<file path="config.mk">
export PLATFORM = sky130hd
export DESIGN_NAME = gcr_front
export DESIGN_NICKNAME = d
export VERILOG_FILES = /design/src/hw/rtl/gcr_pkg.sv /design/src/hw/rtl/gcr_front.sv
export SDC_FILE = /design/constraint.sdc
export NUM_CORES = 1
export LEC_CHECK = 0
export BUFFER_PORTS_ARGS = -buffer_cell sky130_fd_sc_hd__buf_2
export CORE_MARGIN = 1.5
export CORE_UTILIZATION = 52
export CTS_CLUSTER_DIAMETER = 150
export CTS_CLUSTER_SIZE = 14
export DETAILED_ROUTE_END_ITERATION = 8
export PLACE_DENSITY = 0.79
export SLEW_MARGIN = 20
export SYNTH_ARGS = -nofsm -noshare
export SYNTH_HDL_FRONTEND = slang
export SYNTH_SLANG_ARGS = --single-unit
</file>
<file path="constraint.sdc">
create_clock -name clock -period 9.6 [get_ports clock]
set_input_delay 1.92 -clock clock [delete_from_list [all_inputs] [get_ports clock]]
set_output_delay 1.92 -clock clock [all_outputs]
set_load 0.005 [all_outputs]
</file>
<file path="src/hw/rtl/gcr_pkg.sv">
// Shared constants, command and state types of the grid raycast column block.
package gcr_pkg;

   localparam int FRAC_BITS         = 12;
   localparam int MAP_SIDE_LOG2_DEF = 6;
   localparam int MAX_COLUMNS_DEF   = 1024;

   localparam int POS_W     = 18;
   localparam int VEC_W     = 14;
   localparam int COL_W     = 10;
   localparam int TILE_C_W  = 6;
   localparam int TILE_V_W  = 8;
   localparam int CSR_W     = 11;
   localparam int CSR_IDX_W = 2;

   localparam int DIV_W  = 40;
   localparam int CAM_W  = 25;
   localparam int RAY_W  = 28;
   localparam int STEP_W = 2 * FRAC_BITS + 13;
   localparam int SIDE_W = 48;
   localparam int LH_W   = 13;
   localparam int DIST_W = 20;
   localparam int ROW_W  = 31;

   localparam int LINE_MAX = 8191;
   localparam int DIST_MAX = 1048575;
   localparam int SCREEN_WIDTH_RST  = 640;
   localparam int SCREEN_HEIGHT_RST = 480;

   typedef enum logic [CSR_IDX_W-1:0] {
      CSR_SCREEN_WIDTH  = 2'd0,
      CSR_SCREEN_HEIGHT = 2'd1
   } csr_index_type;

   typedef enum logic {
      OP_WRITE = 1'b0,
      OP_CAST  = 1'b1
   } op_type;

   typedef struct packed {
      op_type                    op;
      logic [TILE_C_W-1:0]       tile_x;
      logic [TILE_C_W-1:0]       tile_y;
      logic [TILE_V_W-1:0]       tile_value;
      logic [POS_W-1:0]          pos_x;
      logic [POS_W-1:0]          pos_y;
      logic signed [VEC_W-1:0]   dir_x;
      logic signed [VEC_W-1:0]   dir_y;
      logic signed [VEC_W-1:0]   cam_plane_x;
      logic signed [VEC_W-1:0]   cam_plane_y;
      logic [COL_W-1:0]          column;
   } cmd_type;

   typedef struct packed {
      logic [CSR_W-1:0] width;
      logic [CSR_W-1:0] height;
   } cfg_type;

   typedef enum logic [4:0] {
      BK_CLEAR, BK_IDLE, BK_CAM_GO, BK_CAM_WAIT, BK_RAY_MUL, BK_RAY_ADD,
      BK_DX_GO, BK_DX_WAIT, BK_DY_GO, BK_DY_WAIT, BK_SIDE, BK_STEP, BK_TEST,
      BK_DIST_GO, BK_DIST_WAIT, BK_LH_GO, BK_LH_WAIT, BK_ROWS, BK_DONE
   } back_state_type;

endpackage

</file>
<file path="src/hw/rtl/gcr_front.sv">
// Request intake: classifies requests, drops off-map writes, queues commands.
module gcr_front #(
   parameter int MAP_SIDE_LOG2 = gcr_pkg::MAP_SIDE_LOG2_DEF
) (
   input  logic                  clock,
   input  logic                  reset,
   input  logic                  req_push,
   output logic                  req_full,
   input  gcr_pkg::cmd_type      req_cmd,
   input  logic                  clearing,
   output logic                  cmd_valid,
   output gcr_pkg::cmd_type      cmd_data,
   input  logic                  cmd_pop
);

   gcr_pkg::cmd_type queue_ff [2];
   gcr_pkg::cmd_type queue_in [2];
   logic             wr_ptr_ff, wr_ptr_in;
   logic             rd_ptr_ff, rd_ptr_in;
   logic [1:0]       count_ff, count_in;
   logic             accept;
   logic             in_map;
   logic             enqueue;

   assign req_full  = (count_ff == 2'd2) || clearing;
   assign accept    = req_push && !req_full;
   assign in_map    = (32'(req_cmd.tile_x) < (1 << MAP_SIDE_LOG2)) &&
                      (32'(req_cmd.tile_y) < (1 << MAP_SIDE_LOG2));
   // drop writes that land outside the map
   assign enqueue   = accept && ((req_cmd.op == gcr_pkg::OP_CAST) || in_map);
   assign cmd_valid = (count_ff != 2'd0);
   assign cmd_data  = queue_ff[rd_ptr_ff];

   always_comb begin
      queue_in[0] = queue_ff[0];
      queue_in[1] = queue_ff[1];
      wr_ptr_in   = wr_ptr_ff;
      rd_ptr_in   = rd_ptr_ff;
      count_in    = count_ff;
      if (enqueue) begin
         queue_in[wr_ptr_ff] = req_cmd;
         wr_ptr_in           = ~wr_ptr_ff;
      end
      if (cmd_pop && cmd_valid) begin
         rd_ptr_in = ~rd_ptr_ff;
      end
      count_in = count_ff + 2'(enqueue) - 2'(cmd_pop && cmd_valid);
   end

   always_ff @(posedge clock) begin
      if (reset) begin
         wr_ptr_ff <= 1'b0;
         rd_ptr_ff <= 1'b0;
         count_ff  <= '0;
      end else begin
         wr_ptr_ff <= wr_ptr_in;
         rd_ptr_ff <= rd_ptr_in;
         count_ff  <= count_in;
      end
      queue_ff[0] <= queue_in[0];
      queue_ff[1] <= queue_in[1];
   end

endmodule

</file>
==> summary.md <==
| Metric | Value |
|---|---|
| Vias in the first global route | `roughly 4900` |
| Worst-path clk slew | `roughly 0.060 ns` |
| Part of the cycle the worst path needs | `51.4%` |
| Routed len/inst | `between 15 and 20 µm` |
| Worst Setup Start Kind | `flip-flop` |
| Endpoints failing hold | `0` |
| Setup TNS | `0 ns` |
| Crit path time final | `slightly below 5 ns` |
| DRC violation count after routing | `0` |
| Cts repair resizes | `0` |
| Crit path largest cell delay | `between 1 and 1.5 ns` |
| Grt total ovfl | `0` |
| Seq/Total Area, Yosys | `about four fifths` |
| Final nets | `between 800 and 900` |
| Number of I/O pins | `about 250` |
| Worst Path Buf+Inv | `2` |
| PwrDens | `approximately 240 nW/µm²` |
| Yosys reg bits | `about 250` |
| Postcts setup bufs | `0` |
| Layout cells sized above 1 | `about three fifths` |
| H-tree depth | `1` |
| Filler cells | `about 1200` |
| Die ar. | `around 19000 µm²` |
| CTS tree | `built` |
| Clk Latency, worst-skew pair | `0.48 ns` |
| Placer congestion estimate | `about 0.71` |
| DIE WIDTH | `about 140 µm` |
| Mapped Area | `~9400 µm²` |
| Initial DRC Count | `about 230` |
| Post-synth net total | `540` |
| Setup violators final | `0` |
| Pleak | `approximately 4.4 nW` |
| Max Root-Sink Buffers | `3` |
| Place WS | `5.15 ns` |
| Non-Filler Instances | `916` |
| DP Area | `~11000 µm²` |
| Slew HR | `about 29%` |
| FP Rows | `between 40 and 50` |
| Max-cap check violation count | `0` |
| Synth Warn # | `0` |
| PortBufs | `between 200 and 300` |
| Num CTS Buffers | `21` |
| Critical path endpoint category | `output port` |
| Layout area overhead | `21.9%` |
| Status | `finished clean` |
| Cells after DPL | `slightly below 900` |
| Starting density of the core | `between 50% and 60%` |
| Vias | `4641` |
| Most frequent cells in the layout | `buf_2, edfxtp_1, mux2_4` |
| Mapped Avg Cell Area | `22.9 µm²` |
| Initial antenna violation count | `1` |
| Commonest non-fill, non-tap cell in the layout | `buf_2` |
| Pin count of the biggest net entering global routing | `73` |
| Post-layout util | `between 60 and 70%` |
| Post-route setup slack | `between 4 and 5 ns` |
| Unrepaired setup endpoints after global routing | `no` |
| Worst hold slack | `about 0.53 ns` |
| Post-route cell area | `between 10000 and 15000 µm²` |
| Clk_skew | `~0.0047 ns` |
| GRT Total Usage | `around 17%` |
| Clock sink total | `~250` |
| First-pass GRT wire length | `around 25000 µm` |
| Arr. time, crit path | `between 3 and 4 ns` |
| Crit Path Class | `reg2out` |
| Total Power | `~2.7 mW` |
| Core Area | `17500 µm²` |
| CTS Root Cell | `clkbuf_16` |
| Crit-path cells | `buf_4, mux2_2, buf_2` |
| Mapped Cells | `between 400 and 500` |
| Maximum vdd drop | `0.162 mV` |
| DR vias/cell | `around 5.1` |
| Worst Path Max Fanout | `just over 70` |
| Top delay family on crit path | `flip-flops` |
| Hold buffer count at CTS | `0` |
| Tightest Pin Transition | `roughly 1.1 ns` |
| Max-slew violations | `0` |
| Critical-path top delay cell | `dfxtp_4` |
| Hold Crit Class | `reg2reg` |
| Peak Freq | `between 200 and 250 MHz` |
| HPWL Detailed | `between 10000 and 15000 µm` |
| Die H | `about 140 µm` |
| Routed WL | `between 15000 and 20000 µm` |
| WP data required | `7.68 ns` |
| Antenna Nets Post-Route | `0` |
| Yosys cell types | `19` |
| Drt first pass iters | `4` |
registers in the layout, indices dropped and copies added (netlist names), named ones only:
register / flops
wr_ptr_ff: 1
queue_ff: 246
count_ff: 2
rd_ptr_ff: 1
cell families after synthesis:
group                    count (synthesis)  synth area share, %
flip-flops                             251                 79.6
adder cells (fa/ha/maj)                  2                0.266
AND/OR/NAND/NOR                         14                0.745
AO/OA/AOI/OAI                            1               0.0799
XOR/XNOR                                 2                0.186
multiplexers                           124                 17.6
buffers and inverters                   16                 1.46
cell usage after synthesis:
master    count  share of area (%)
buf_8         1               0.16
mux2_2       54                6.5
xnor2_1       1              0.093
and2_1        1              0.067
nor2_1        7               0.28
mux2_4       70                 11
ha_1          2               0.27
nand3b_1      1              0.080
dfxtp_1       5                1.1
nor3_1        1              0.053
edfxtp_1    246                 79
or2_2         1              0.067
nor2b_1       1              0.067
xor2_1        1              0.093
buf_6         8               0.96
o21a_1        1              0.080
inv_1         2              0.080
buf_2         5               0.27
nand2b_1      2               0.13
where the power goes:
group	internal (mW)	switching (mW)	leakage [nW]	total [mW]
clock	0.411	0.341	0.278	0.752
combinational	0.367	0.247	1.78	0.614
sequential	1.31	0.0745	2.30	1.38
total	2.08	0.662	4.36	2.75
metal layers:
layer / global-route usage, % / vias to the layer above / routed length, µm
li1: - / 2152 / -
met1: 20.9 / 2261 / 6550
met2: 30.1 / 205 / 8630
met3: 4.71 / 23 / 1530
met4: 4.56 / 0 / 318
met5: 0 / - / 0
layout make-up:
| class | count | area [µm²] | area share [%] |
|---|---|---|---|
| inverters | 2 | 7.51 | 0.0655 |
| clock buffers | 37 | 586 | 5.11 |
| diodes | 1 | 2.50 | 0.0218 |
| repair buffers | 257 | 1300 | 11.3 |
| well taps | 225 | 282 | 2.46 |
| multi-input cells | 143 | 1790 | 15.7 |
| flip-flops and latches | 251 | 7490 | 65.4 |
worst reg2reg max path, stage by stage, from the launching register on:
cell,delay (ns)
dfxtp_1,0.37
nand2b_1,0.16
nand3b_1,0.28
nor2_4,0.18
buf_4,0.67
worst paths after layout:
check	depth (start not counted)	to	slack, ns	start
worst max-delay path	3	cmd_data[122]	4.66	flip-flop
worst min-delay path	2	rd_ptr_ff	0.53	rd_ptr_ff
worst max register to register	4	queue_ff[0][8]	7.50	count_ff[0]
worst min register to register	2	rd_ptr_ff	0.53	rd_ptr_ff
Note: power is estimated with default switching activity, not from simulation.
